[config.mk]
export PLATFORM = sky130hd
export DESIGN_NAME = watermark_drop_admission
export DESIGN_NICKNAME = d
export VERILOG_FILES = /design/src/hdl/wda_pkg.sv /design/src/hdl/wda_policy.sv /design/src/hdl/wda_counters.sv /design/src/hdl/watermark_drop_admission.sv
export SDC_FILE = /design/constraint.sdc
export NUM_CORES = 1
export LEC_CHECK = 0
export ABC_CLOCK_PERIOD_IN_PS = 9600
export BUFFER_PORTS_ARGS = -buffer_cell sky130_fd_sc_hd__clkbuf_2
export CORE_MARGIN = 5
export CORE_UTILIZATION = 35
export CTS_CLUSTER_DIAMETER = 200
export DETAILED_ROUTE_END_ITERATION = 16
export SLEW_MARGIN = 20
export SYNTH_ARGS = -nofsm -noshare
export SYNTH_HDL_FRONTEND = slang
export SYNTH_SLANG_ARGS = --single-unit
[constraint.sdc]
create_clock -name clk -period 9.6 [get_ports clk]
set_input_delay 1.92 -clock clk [delete_from_list [all_inputs] [get_ports clk]]
set_output_delay 1.92 -clock clk [all_outputs]
set_load 0.02 [all_outputs]
[src/hdl/wda_pkg.sv]
`default_nettype none

package wda_pkg;

  // Bucket and statistics counter widths.
  localparam int TOKEN_BITS = 32;
  localparam int STAT_BITS  = 32;

  // Refill sum width: wide enough for the bucket plus a 16-bit refill and a carry.
  localparam int ADD_BITS  = 16;
  localparam int TSUM_BITS = ((TOKEN_BITS > ADD_BITS) ? TOKEN_BITS : ADD_BITS) + 1;

  localparam logic [6:0] SAMPLE_MOD  = 7'd100;
  localparam logic [6:0] SAMPLE_LAST = SAMPLE_MOD - 7'd1;

  // Configuration register indexes.
  localparam logic [2:0] CFG_DISABLE    = 3'd0;
  localparam logic [2:0] CFG_WATERMARK  = 3'd1;
  localparam logic [2:0] CFG_ERROR_LVL  = 3'd2;
  localparam logic [2:0] CFG_LVL_STRAT  = 3'd3;
  localparam logic [2:0] CFG_LVL_SAMPLE = 3'd4;
  localparam logic [2:0] CFG_GLOBAL     = 3'd5;

  // Strategy codes.
  localparam logic [2:0] STRAT_NONE       = 3'd0;
  localparam logic [2:0] STRAT_DROP       = 3'd1;
  localparam logic [2:0] STRAT_SAMPLE     = 3'd2;
  localparam logic [2:0] STRAT_RATE_LIMIT = 3'd3;
  localparam logic [2:0] STRAT_FALLBACK   = 3'd4;
  localparam logic [2:0] STRAT_REORDER    = 3'd5;

  typedef struct packed {
    logic        degrade_off;
    logic [10:0] watermark;
    logic [2:0]  error_level;
    logic [63:0] lvl_strat;
    logic [55:0] lvl_sample;
    logic [13:0] global_entry;
  } cfg_t;

  // Policy outcome for one request, before the stateful strategies resolve.
  typedef struct packed {
    logic       handle;        // request reaches strategy handling
    logic [2:0] strat;
    logic [6:0] rate;
    logic       reorder_drop;  // level below the minimum kept level
  } decision_t;

  typedef struct packed {
    logic        drop;
    logic [2:0]  strat;
    logic [6:0]  rate;
    logic        sample_valid;
    logic [31:0] tokens;
    logic [31:0] degraded;
    logic [31:0] dropped;
  } result_t;

endpackage

`default_nettype wire

[src/hdl/wda_policy.sv]
`default_nettype none

module wda_policy (
  input  wda_pkg::cfg_t      cfg,
  input  logic               req_type,
  input  logic [2:0]         level,
  input  logic [10:0]        queue_fill,
  output wda_pkg::decision_t dec
);
  import wda_pkg::*;

  logic [7:0] entry;
  logic [5:0] rate_idx;
  logic [2:0] strat;
  logic       keep;
  logic [2:0] min_lvl;
  logic [6:0] rate;

  assign entry    = cfg.lvl_strat[{level, 3'b000} +: 8];
  assign rate_idx = 6'(level) * 6'd7;

  always_comb begin
    if (entry[7]) begin
      strat   = entry[6:4];
      keep    = entry[3];
      min_lvl = entry[2:0];
      rate    = cfg.lvl_sample[rate_idx +: 7];
    end else begin
      strat   = cfg.global_entry[13:11];
      keep    = cfg.global_entry[10];
      min_lvl = cfg.global_entry[9:7];
      rate    = cfg.global_entry[6:0];
    end
  end

  always_comb begin
    dec.strat        = strat;
    dec.rate         = rate;
    dec.reorder_drop = (level < min_lvl);
    dec.handle       = !req_type && !cfg.degrade_off && (strat != STRAT_NONE)
                       && !(keep && (level >= cfg.error_level))
                       && (queue_fill >= cfg.watermark);
  end

endmodule

`default_nettype wire

[src/hdl/wda_counters.sv]
`default_nettype none

module wda_counters (
  input  logic               clk,
  input  logic               rst,
  input  logic               step,
  input  logic               req_type,
  input  logic [15:0]        token_add,
  input  wda_pkg::decision_t dec,
  output wda_pkg::result_t   res
);
  import wda_pkg::*;

  logic [6:0]            sample_count, sample_count_next;
  logic [TOKEN_BITS-1:0] token_count, token_count_next;
  logic [STAT_BITS-1:0]  degraded_count, degraded_count_next;
  logic [STAT_BITS-1:0]  dropped_count, dropped_count_next;

  logic [TSUM_BITS-1:0]  tsum;
  logic [6:0]            sample_inc;
  logic                  drop;
  logic [63:0]           tokens_wide, degraded_wide, dropped_wide;

  assign tsum       = TSUM_BITS'(token_count) + TSUM_BITS'(token_add);
  assign sample_inc = (sample_count == SAMPLE_LAST) ? 7'd0 : sample_count + 7'd1;

  always_comb begin
    sample_count_next   = sample_count;
    token_count_next    = token_count;
    degraded_count_next = degraded_count;
    dropped_count_next  = dropped_count;
    drop                = 1'b0;

    if (req_type) begin
      // refill saturates at the top of the bucket
      if (tsum > TSUM_BITS'({TOKEN_BITS{1'b1}})) begin
        token_count_next = {TOKEN_BITS{1'b1}};
      end else begin
        token_count_next = tsum[TOKEN_BITS-1:0];
      end
    end else if (dec.handle) begin
      unique case (dec.strat)
        STRAT_DROP: begin
          drop = 1'b1;
        end
        STRAT_SAMPLE: begin
          sample_count_next = sample_inc;
          drop              = (sample_inc >= dec.rate);
        end
        STRAT_RATE_LIMIT: begin
          if (token_count != '0) begin
            token_count_next = token_count - TOKEN_BITS'(1);
          end else begin
            drop = 1'b1;
          end
        end
        STRAT_REORDER: begin
          drop = dec.reorder_drop;
        end
        default: begin
          drop = 1'b0;
        end
      endcase
      degraded_count_next = degraded_count + STAT_BITS'(1);
      if (drop) begin
        dropped_count_next = dropped_count + STAT_BITS'(1);
      end
    end
  end

  always_ff @(posedge clk) begin
    if (rst) begin
      sample_count   <= '0;
      token_count    <= '0;
      degraded_count <= '0;
      dropped_count  <= '0;
    end else if (step) begin
      sample_count   <= sample_count_next;
      token_count    <= token_count_next;
      degraded_count <= degraded_count_next;
      dropped_count  <= dropped_count_next;
    end
  end

  assign tokens_wide   = 64'(token_count_next);
  assign degraded_wide = 64'(degraded_count_next);
  assign dropped_wide  = 64'(dropped_count_next);

  always_comb begin
    res.drop         = drop;
    res.strat        = dec.handle ? dec.strat : STRAT_NONE;
    res.sample_valid = dec.handle && (dec.strat == STRAT_SAMPLE);
    res.rate         = res.sample_valid ? dec.rate : 7'd0;
    res.tokens       = tokens_wide[31:0];
    res.degraded     = degraded_wide[31:0];
    res.dropped      = dropped_wide[31:0];
  end

endmodule

`default_nettype wire

[src/hdl/watermark_drop_admission.sv]
`default_nettype none

// Watermark drop admission. Each transfer on the request channel is either a
// log request to judge (req_type 0) or a token refill (req_type 1); every
// transfer yields exactly one result transfer, in order. A request picks its
// level's strategy entry, or the global entry when that one is not valid, and
// is kept when degrading is off, the strategy is none, the level is protected
// as critical, or queue_fill is below the watermark. Otherwise it counts as
// degraded and the strategy decides: drop always drops, sample keeps while a
// mod-100 counter is below the rate, rate limit spends a token or drops,
// reorder drops levels below the minimum; fallback and unknown codes keep.
// One item per clock while results are not stalled. The input register takes
// the request, and the policy, bucket and counter update then land in the
// result register, whose outputs form the result transfer. The result register
// backs up into the input register, so a stalled result stops the request
// side only when both registers are full. Config writes (cfg_wr_en,
// cfg_index, cfg_data) take effect at the next edge, should only be made
// while the block is idle, and ignore indexes 6 and 7.

module watermark_drop_admission (
  input  logic        clk,
  input  logic        rst,

  input  logic        cfg_wr_en,
  input  logic [2:0]  cfg_index,
  input  logic [63:0] cfg_data,

  input  logic        req_valid,
  output logic        req_stall,
  input  logic        req_type,
  input  logic [2:0]  level,
  input  logic [10:0] queue_fill,
  input  logic [15:0] token_add,

  output logic        res_valid,
  input  logic        res_stall,
  output logic        drop,
  output logic [2:0]  strategy_out,
  output logic [6:0]  sample_rate_out,
  output logic        sample_valid,
  output logic [31:0] tokens_left,
  output logic [31:0] degraded_total,
  output logic [31:0] dropped_total
);
  import wda_pkg::*;

  cfg_t      cfg;
  decision_t dec;
  result_t   res_next;
  result_t   res;

  // input stage
  logic        s1_valid;
  logic        s1_req_type;
  logic [2:0]  s1_level;
  logic [10:0] s1_queue_fill;
  logic [15:0] s1_token_add;

  logic advance;  // result register can take a new value
  logic step;     // item moves from input stage to result register

  assign advance   = !res_valid || !res_stall;
  assign step      = s1_valid && advance;
  assign req_stall = s1_valid && !advance;

  // config registers
  always_ff @(posedge clk) begin
    if (rst) begin
      cfg.degrade_off  <= 1'b0;
      cfg.watermark    <= 11'd819;
      cfg.error_level  <= 3'd4;
      cfg.lvl_strat    <= '0;
      cfg.lvl_sample   <= '0;
      cfg.global_entry <= '0;
    end else if (cfg_wr_en) begin
      unique case (cfg_index)
        CFG_DISABLE:    cfg.degrade_off  <= cfg_data[0];
        CFG_WATERMARK:  cfg.watermark    <= cfg_data[10:0];
        CFG_ERROR_LVL:  cfg.error_level  <= cfg_data[2:0];
        CFG_LVL_STRAT:  cfg.lvl_strat    <= cfg_data;
        CFG_LVL_SAMPLE: cfg.lvl_sample   <= cfg_data[55:0];
        CFG_GLOBAL:     cfg.global_entry <= cfg_data[13:0];
        default: ;
      endcase
    end
  end

  // input register: loads whenever it is empty or its item moves on
  always_ff @(posedge clk) begin
    if (rst) begin
      s1_valid <= 1'b0;
    end else if (!req_stall) begin
      s1_valid <= req_valid;
    end
  end

  always_ff @(posedge clk) begin
    if (!req_stall && req_valid) begin
      s1_req_type   <= req_type;
      s1_level      <= level;
      s1_queue_fill <= queue_fill;
      s1_token_add  <= token_add;
    end
  end

  wda_policy u_policy (
    .cfg        (cfg),
    .req_type   (s1_req_type),
    .level      (s1_level),
    .queue_fill (s1_queue_fill),
    .dec        (dec)
  );

  wda_counters u_counters (
    .clk       (clk),
    .rst       (rst),
    .step      (step),
    .req_type  (s1_req_type),
    .token_add (s1_token_add),
    .dec       (dec),
    .res       (res_next)
  );

  // result register
  always_ff @(posedge clk) begin
    if (rst) begin
      res_valid <= 1'b0;
    end else if (advance) begin
      res_valid <= s1_valid;
    end
  end

  always_ff @(posedge clk) begin
    if (step) begin
      res <= res_next;
    end
  end

  assign drop            = res.drop;
  assign strategy_out    = res.strat;
  assign sample_rate_out = res.rate;
  assign sample_valid    = res.sample_valid;
  assign tokens_left     = res.tokens;
  assign degraded_total  = res.degraded;
  assign dropped_total   = res.dropped;

endmodule

`default_nettype wire
* Word-level counts from Yosys, hierarchy flattened
Index checks and enable logic that the tools add are counted.
Word-level totals: bits of input ports 103, register bits after elaboration 393
Operators by class: magnitude comparators 5, $mul 1, reductions and logical operators 28, muxes and demuxes 19, equal/unequal tests 10, shift operators 2, bitwise operators 2, add/subtract/negate cells 5
Operators by type and width (count):
- 32-bit 2-to-1 mux | 10
- 32-bit by 1-bit adder with 32-bit output (second input constant) | 2
- 64-bit by 7-bit indexed part select with 8-bit output | 1
- 56-bit by 7-bit indexed part select with 7-bit output | 1
- 32-bit by 16-bit adder with 33-bit output | 1
- 33-bit by 32-bit > comparator with 1-bit output (second input constant) | 1
- 32-bit nonzero test | 1
- 32-bit by 1-bit subtractor with 32-bit output (second input constant) | 1
- 7-bit 2-to-1 mux | 2
- 3-bit by 2-bit == test with 1-bit output (second input constant) | 4
- 2-bit AND reduction | 6
- 11-bit greater-or-equal comparator | 1
- 3-bit == test (second input constant) | 3
- 1-bit logical AND | 9
- 7-bit by 1-bit adder with 7-bit output (second input constant) | 1
- 7-bit == test (second input constant) | 1
- 7-bit greater-or-equal comparator | 1
- 1-bit logical NOT | 7
- 3-bit by 1-bit == test with 1-bit output (second input constant) | 2
- 3-bit by 3-bit multiplier with 6-bit output (second input constant) | 1
- 3-bit 2-to-1 mux | 2
- 1-bit 2-to-1 mux | 4
- 1-bit one-hot mux with 4 select lines | 1
- 4-bit AND reduction | 1
- other kinds (7) | 8

* Depth between registers and ports, before layout
Gate-level depths: netlist of run 1.
word-level depth 11, depth in mapped cells 18, mapped depth without buffers 13

* Cells and area by module
A second synthesis of run 1 with hierarchy kept.
Unflattened totals: cell total of the unflattened synthesis 2013, area, all modules 20276.9 um^2
By module, submodules not included:
- watermark_drop_admission | cells each 714, area each 10367.4 um^2, sequential area each 7196.9 um^2, instances 1
- wda_counters | cells each 1166, area each 8501.9 um^2, sequential area each 2062.0 um^2, instances 1
- wda_policy | cells each 133, area each 1407.6 um^2, sequential area each 0.0 um^2, instances 1

* Worst setup path after synthesis of run 1
Ideal clock, no wire load.
path type input-to-reg, start point in res_stall, end point reg u_counters.token_count[10], stages on the path 6, setup time 0.335 ns, required time 9.265 ns, slack 3.299 ns, buffers on the path 2, arrival 5.966 ns, cells stage by stage nand2_1 -> nand2_1 -> inv_1 -> clkbuf_1 -> buf_1 -> a221oi_1
On the way: cells in the longest elaborated chain, start to end 3
Ends and longest elaborated chain:
- start: declaration | line watermark_drop_admission.sv:36 | input logic res_stall,
- 1-bit logical NOT | line watermark_drop_admission.sv:62 | assign advance = !res_valid || !res_stall;
- 1-bit logical OR | line watermark_drop_admission.sv:62
- 1-bit logical AND | line watermark_drop_admission.sv:63 | assign step = s1_valid && advance;
- named net step | line watermark_drop_admission.sv:60 | logic step;
- end signal: assignment | line wda_counters.sv:79 | token_count <= token_count_next;
- end: declaration | line wda_counters.sv:15 | logic [TOKEN_BITS-1:0] token_count, token_count_next;
The timed path passes the listed nets, and every way through them passes these cells. A chain may end at the register's enable or synchronous reset.

==> results of run 1 <==
[metal layers]
layer  track usage  vias to the layer above  part of all wire
li1              -                     8036                 -
met1         0.252                     8038              0.44
met2         0.302                      646              0.46
met3        0.0398                      108             0.077
met4        0.0581                        8             0.026
met5             0                        -            0.0010
[cells by family after synthesis]
logic type / synth area share
buf+inv: 0.0384
flops: 0.472
mux: 0.0509
compound gates: 0.146
simple gates: 0.210
xor+xnor: 0.0538
fa+ha+maj: 0.0292
[worst register-to-register path: stages, from the launching register on]
cell and delay, ns:
edfxtp_1 0.97, mux2i_1 0.23, mux4_2 0.79, nand2_1 0.15, o21ai_0 0.13, ha_1 0.32, nand2b_1 0.09, a211oi_1 0.06
o21ai_0 0.27, nand4b_1 0.15, a311oi_2 0.39, nand2_1 0.67, nor2_1 0.46, mux2_2 0.38
[power groups by stage]
stage                     Sequential [mW]  Combinational (mW)  Clock (mW)
final                                1.80               0.367        1.98
after global routing                 1.81               0.398        2.10
after detailed placement             1.84               0.363           0
after floorplan                      1.86               0.206           0
after global placement               1.84               0.358           0
after CTS                            1.80               0.365        2.02
[layout make-up]
class                           count  area (um^2)
Antenna cell                        1         2.50
Clock buffer                       58         1260
Clock inverter                     28          468
Fill cell                        5436        32300
Inverter                           46          178
Multi-Input combinational cell   1571         9610
Sequential cell                   391         9220
Tap cell                          748          936
Timing Repair Buffer              235         1250
[registers in the layout (all words and copies together), names as in the netlist, 3 cells and up]
register,flops
s1_token_add,16
u_counters.degraded_count,32
u_counters.dropped_count,32
s1_queue_fill,11
dropped_total,32
strategy_out,3
degraded_total,32
u_counters.sample_count,7
u_counters.token_count,32
cfg,147
tokens_left,32
s1_level,3
sample_rate_out,7
[cell usage in the layout, fill, tap and decap left out, types with 46 or more instances in the layout]
master / Yosys / final
nand2_1: 377 / 377
dfxtp_1: 252 / 252
a21oi_1: 239 / 239
clkbuf_2: 1 / 211
nor2_1: 145 / 145
edfxtp_1: 139 / 139
nand3_1: 92 / 90
xnor2_1: 71 / 71
o21ai_0: 62 / 62
nor3_1: 55 / 55
xor2_1: 49 / 49
clkbuf_16: 0 / 46
[worst min path at each step]
stage	from	to	slack [ns]	cells past startpoint
after floorplan	cfg[108]	cfg[108]	0.43	2
after global placement	cfg[53]	cfg[53]	0.44	2
after detailed placement	cfg[121]	cfg[121]	0.45	2
after CTS	cfg[121]	cfg[121]	0.45	2
after global routing	cfg[28]	cfg[28]	0.46	2
final	cfg[43]	cfg[43]	0.45	2
==> results by group, run 1 <==
Final layout
  – Final Net Count: approximately 2400
  – Final core occ: 0.415
  – Final Cell Area: 22900 um^2
  – Share of cells above drive strength 1: 0.163
  – Area Overhead vs Synth: 17.3%
  – Layout Cells excl Fill: between 3000 and 4000

Placement
  – Area after DPL: between 20000 and 25000 um^2
  – Count of port buffers added during placement: roughly 210
  – Setup WS pre-CTS: roughly 4.3 ns
  – Dpl cells: ~3000
  – Post-DP HPWL: 40.1 mm
  – Routability cong.: 0.882

Setup path
  – Critical path capture point type: flip-flop
  – Worst Path Buf+Inv: 0
  – Sequence of cells on the critical path: mux2i_1, mux4_2, nand2_1, o21ai_0, ha_1, nand2b_1, a211oi_1, o21ai_0, nand4b_1, a311oi_2, nand2_1, nor2_1, mux2_2
  – Crit path to: dropped_total[1]
  – Worst Path Required: 9.93 ns
  – CP peak stage delay: a little under 1 ns
  – Reg2reg end: dropped_total[1]
  – Critical Path Start: s1_level[2]
  – Critical-path top delay cell: edfxtp_1
  – CP arrival: about 5.6 ns
  – Startpoint types: flip-flop
  – WP depth: 13
  – Cells on worst reg2reg path: 13
  – Family with the most delay on the worst path: simple AND/OR/NAND/NOR gates
  – FF-to-FF Start: s1_level[2]
  – R2R setup slack: around 4.3 ns
  – Setup Crit Path Kind: flip-flop to flip-flop
  – Crit-path max FO: 33

Clock network
  – # hold bufs at CTS: 0
  – CTS tree: built
  – CTS clk-pin slew, worst paths: ~0.060 ns
  – Root buffer cell: clkbuf_16
  – Post-CTS Setup Inserts: 0
  – Clock buffer depth: 3
  – # clock sinks: a little under 400
  – Post-CTS Resized: 0
  – Worst-Skew Late Latency: roughly 0.58 ns
  – Htree depth: 2
  – TritonCTS Buffers: 46

Synthesis
  – Main synth FF type: dfxtp_1
  – Netlist cell types: 81
  – FFs w/ async S/R, synth: 0
  – Post-synth top cells: nand2_1 (377), dfxtp_1 (252), a21oi_1 (239), nor2_1 (145), edfxtp_1 (139)
  – Top cell type's share of synthesized area: 0.258
  – Mapped Cells: about 2200
  – Yosys reg bits: 391
  – EDFF count, synth: 139
  – Post-synthesis sequential area ratio: 0.472
  – Synth Cell Area: ~20000 um^2
  – Largest area contributor in the netlist: dfxtp_1
  – Number of synthesis warnings: 0
  – Count leader, synth: nand2_1
  – Top cells by area, synth: dfxtp_1 (26%), edfxtp_1 (21%), nand2_1 (7.2%)
  – Syn Nets: roughly 2300
  – Mapped Avg Cell Area: ~9.1 um^2

Hold path
  – Min-Delay Path Class: flip-flop to flip-flop

Die
  – Core area: ~55000 um^2
  – Die area: just over 60000 um^2
  – DIE HEIGHT: 246 um
  – Num ports: around 210
  – Die width: 246 um
  – Row count: 86
  – Initial Utilization: 0.354

Routing
  – Via density: around 5.5
  – DR WL/cell: roughly 19 um
  – Routed WL: just under 60 mm
  – DR DRC count: 0
  – DRT antenna net count: 0
  – Via count: ~17000
  – DRT iter0 DRCs: 1527
  – DR pass1 iterations: 5

Power and ir drop
  – Seq pwr share: 0.434
  – Clk network pwr share: 0.477
  – Max VDD drop: 0.118 mV
  – Power Total: around 4.1 mW
  – Logic pwr share: 0.088
  – Power Internal: 3.14 mW
  – Net Sw Frac: 0.243
  – Static leakage: slightly above 8 nW
  – Psw: 1.01 mW
  – Cell Pwr Density: 181 nW/um^2

Global route
  – First-pass GRT wire length: 91.3 mm
  – Global route total overflow: 0
  – All-Layer GR Usage: 0.187
  – Vias in the first global route: about 16000
  – Initial antenna violation count: 4
  – Pin count of the biggest net entering global routing: around 100

STA
  – Highest clock rate: 188 MHz
  – Unrepaired setup endpoints after global routing: no
  – Max_slew headroom: 0.223
  – Final WS setup: 4.28 ns
  – Clock period minus worst slack: 5.32 ns
  – Setup violations, final: 0
  – Final Hold Violating Endpoints: 0
  – Slew @ Worst Pin: ~1.2 ns
  – Post-route setup TNS: 0 ns
  – Worst hold margin: between 0.4 and 0.5 ns
  – Period utilization: 0.554
  – Clock skew: 0.0138 ns
  – Slew Limit Fails: 0

Run
  – Max-Cap Viols: 0

Run status
  – Outcome: completed
Power figures use the tool's default switching activity.
==> run 2: changes to the inputs <==
--- a/config.mk
+++ b/config.mk
@@ -5,7 +5,7 @@
 export SDC_FILE = /design/constraint.sdc
 export NUM_CORES = 1
 export LEC_CHECK = 0
-export ABC_CLOCK_PERIOD_IN_PS = 9600
+export ABC_CLOCK_PERIOD_IN_PS = 4800
 export BUFFER_PORTS_ARGS = -buffer_cell sky130_fd_sc_hd__clkbuf_2
 export CORE_MARGIN = 5
 export CORE_UTILIZATION = 35
==> constraint.sdc (replaced) <==
create_clock -name clk -period 4.8 [get_ports clk]
set_input_delay 0.96 -clock clk [delete_from_list [all_inputs] [get_ports clk]]
set_output_delay 0.96 -clock clk [all_outputs]
set_load 0.02 [all_outputs]
==> results by group, run 2 (synthesis gave the netlist of run 1 again) <==
Final layout
  – Final core occ: 0.414 (-0.00102)
  – Largest register FFs: 147 (unchanged)
  – Share of cells above drive strength 1: 0.166 (+0.00265)
  – Most common cell after layout, fill and taps aside: nand2_1
  – Final Net Count: 2451 (+0.49%)
  – Final Cell Area: 22900 um^2 (-0.25%)
  – Most frequent cells in the layout: nand2_1 (377), dfxtp_1 (252), a21oi_1 (239), clkbuf_2 (211), nor2_1 (145)
  – Area Overhead vs Synth: 17.0%
  – Largest reg by FF count: cfg

Clock network
  – # clock sinks: 391 (unchanged)
  – Post-CTS Setup Inserts: 0 (unchanged)
  – Htree depth: 2 (unchanged)
  – CTS tree: built
  – Post-CTS Resized: 0 (unchanged)
  – Worst-Skew Late Latency: 0.58 ns (about the same)
  – TritonCTS Buffers: 45 (-2.2%)
  – CTS clk-pin slew, worst paths: 0.06 ns (about the same)
  – Root buffer cell: clkbuf_16
  – # hold bufs at CTS: 0 (unchanged)
  – Clock buffer depth: 3 (unchanged)

Die
  – Core area: 55200 um^2 (unchanged)
  – Num ports: 213 (unchanged)
  – DIE HEIGHT: 246 um (unchanged)
  – Die area: 60600 um^2 (unchanged)
  – Initial Utilization: 0.354 (unchanged)
  – Die width: 246 um (unchanged)
  – Row count: 86 (unchanged)

Routing
  – DR WL/cell: 19.2 um (+0.71%)
  – DR pass1 iterations: 5 (unchanged)
  – Via density: 5.46 (-0.21%)
  – Routed WL: 59.2 mm (+1.1%)
  – DRT iter0 DRCs: 1630 (+6.7%)
  – Via count: 16900 (+0.15%)
  – DR DRC count: 0 (unchanged)
  – DRT antenna net count: 0 (unchanged)

Power and ir drop
  – Max VDD drop: 0.251 mV (+110%)
  – Logic pwr share: 0.092 (+0.004)
  – Psw: 1.99 mW (+97%)
  – Power Total: 7.96 mW (+92%)
  – Power Internal: 5.98 mW (+90%)
  – Static leakage: 8.26 nW (-0.21%)
  – Cell Pwr Density: 348 nW/um^2 (+92%)
  – Seq pwr share: 0.453 (+0.019)
  – Clk network pwr share: 0.455 (-0.022)
  – Net Sw Frac: 0.250 (+0.00631)

Run
  – Max-Cap Viols: 0 (unchanged)

STA
  – Slew @ Worst Pin: 1.09 ns (-0.0632 ns)
  – Period utilization: 0.883 (+0.329)
  – Unrepaired setup endpoints after global routing: no
  – Setup violations, final: 0 (unchanged)
  – Post-route setup TNS: 0 ns (unchanged)
  – Slew Limit Fails: 0 (unchanged)
  – Max_slew headroom: 0.273 (+0.0493)
  – Highest clock rate: 236 MHz (+26%)
  – Clock period minus worst slack: 4.24 ns (-1.08 ns)
  – Final Hold Violating Endpoints: 0 (unchanged)
  – Clock skew: 0.0168 ns (+0.00304 ns)

Placement
  – Routability cong.: 0.935 (+5.9%)
  – Area after DPL: 21300 um^2 (+0.51%)
  – Count of port buffers added during placement: 212 (unchanged)
  – Post-DP HPWL: 41.4 mm (+3.2%)

Run status
  – Outcome: completed

Hold path
  – Min-Delay Path Class: flip-flop to flip-flop

Setup path
  – Crit-path max FO: 24 (-27%)
  – CP peak stage delay: 0.85 ns (-0.12 ns)
  – Critical-path top delay cell: edfxtp_1
  – Setup Crit Path Kind: flip-flop to flip-flop
  – Critical path capture point type: flip-flop
  – Sequence of cells on the critical path: buf_4, mux4_2, mux2i_1, nor2_1, a21oi_1, ha_1, a2111oi_0, o21ai_0, a31oi_1, o21ai_0, nand2_1, buf_4, nor2_1, mux2_2
  – CP arrival: 4.56 ns (-1.08 ns)
  – R2R setup slack: 0.56 ns (-3.72 ns)
  – Worst Path Required: 5.12 ns (-4.81 ns)
  – Startpoint types: flip-flop

Global route
  – Vias in the first global route: 16200 (-1.1%)
  – Pin count of the biggest net entering global routing: 157 (+54%)
  – Global route total overflow: 0 (unchanged)
  – All-Layer GR Usage: 0.189 (+0.00180)
  – First-pass GRT wire length: 91.5 mm (+0.17%)
  – Initial antenna violation count: 6 (+2)
[run 2: path summary, 6_finish.rpt]
path / from / endpoint / cells past startpoint
worst max-delay path: s1_level[1] / dropped_total[1] / 14
worst min-delay path: cfg[84] / cfg[84] / 2
worst max register to register: s1_level[1] / dropped_total[1] / 14
worst min register to register: cfg[84] / cfg[84] / 2
[run 2: final cells by class]
type / count / area [um^2]
diodes: 1 / 2.50
fillers: 5439 / 32300
multi-input cells: 1571 / 9600
inverters: 46 / 178
repair buffers: 248 / 1360
well taps: 748 / 936
flip-flops and latches: 391 / 9220
clock inverters: 22 / 279
clock buffers: 62 / 1280
[run 2: per-layer routing]
layer,vias up,routed length (um),track usage
met5,-,49,0
met4,8,1800,0.0594
met3,115,4410,0.0421
met2,592,26800,0.300
met1,8085,26100,0.257
li1,8061,-,-
[run 2: critical path: cells and delay by family (launching register included)]
| kind | cells | cell delay [ns] |
|---|---|---|
| AND/OR/NAND/NOR | 3 | 0.31 |
| flip-flops | 1 | 0.85 |
| buffers and inverters | 2 | 0.61 |
| AO/OA/AOI/OAI | 5 | 1.17 |
| multiplexers | 3 | 0.73 |
| adder cells (fa/ha/maj) | 1 | 0.29 |
[run 2: power by group through the flow]
stage | Combinational [mW] | Clock (mW) | Sequential, mW
after floorplan | 0.412 | 0 | 3.71
after global placement | 0.716 | 0 | 3.68
after detailed placement | 0.728 | 0 | 3.68
after CTS | 0.731 | 3.71 | 3.61
after global routing | 0.800 | 3.84 | 3.61
final | 0.736 | 3.62 | 3.61
[run 2: per-stage QoR]
stage	setup slack, ns	hold slack (ns)	instances
after global placement	0.572	0.441	3003
after detailed placement	0.599	0.445	3003
after global routing	0.207	0.471	3089
final	0.562	0.452	3089
after floorplan	0.397	0.433	2153
after CTS	0.582	0.453	3087
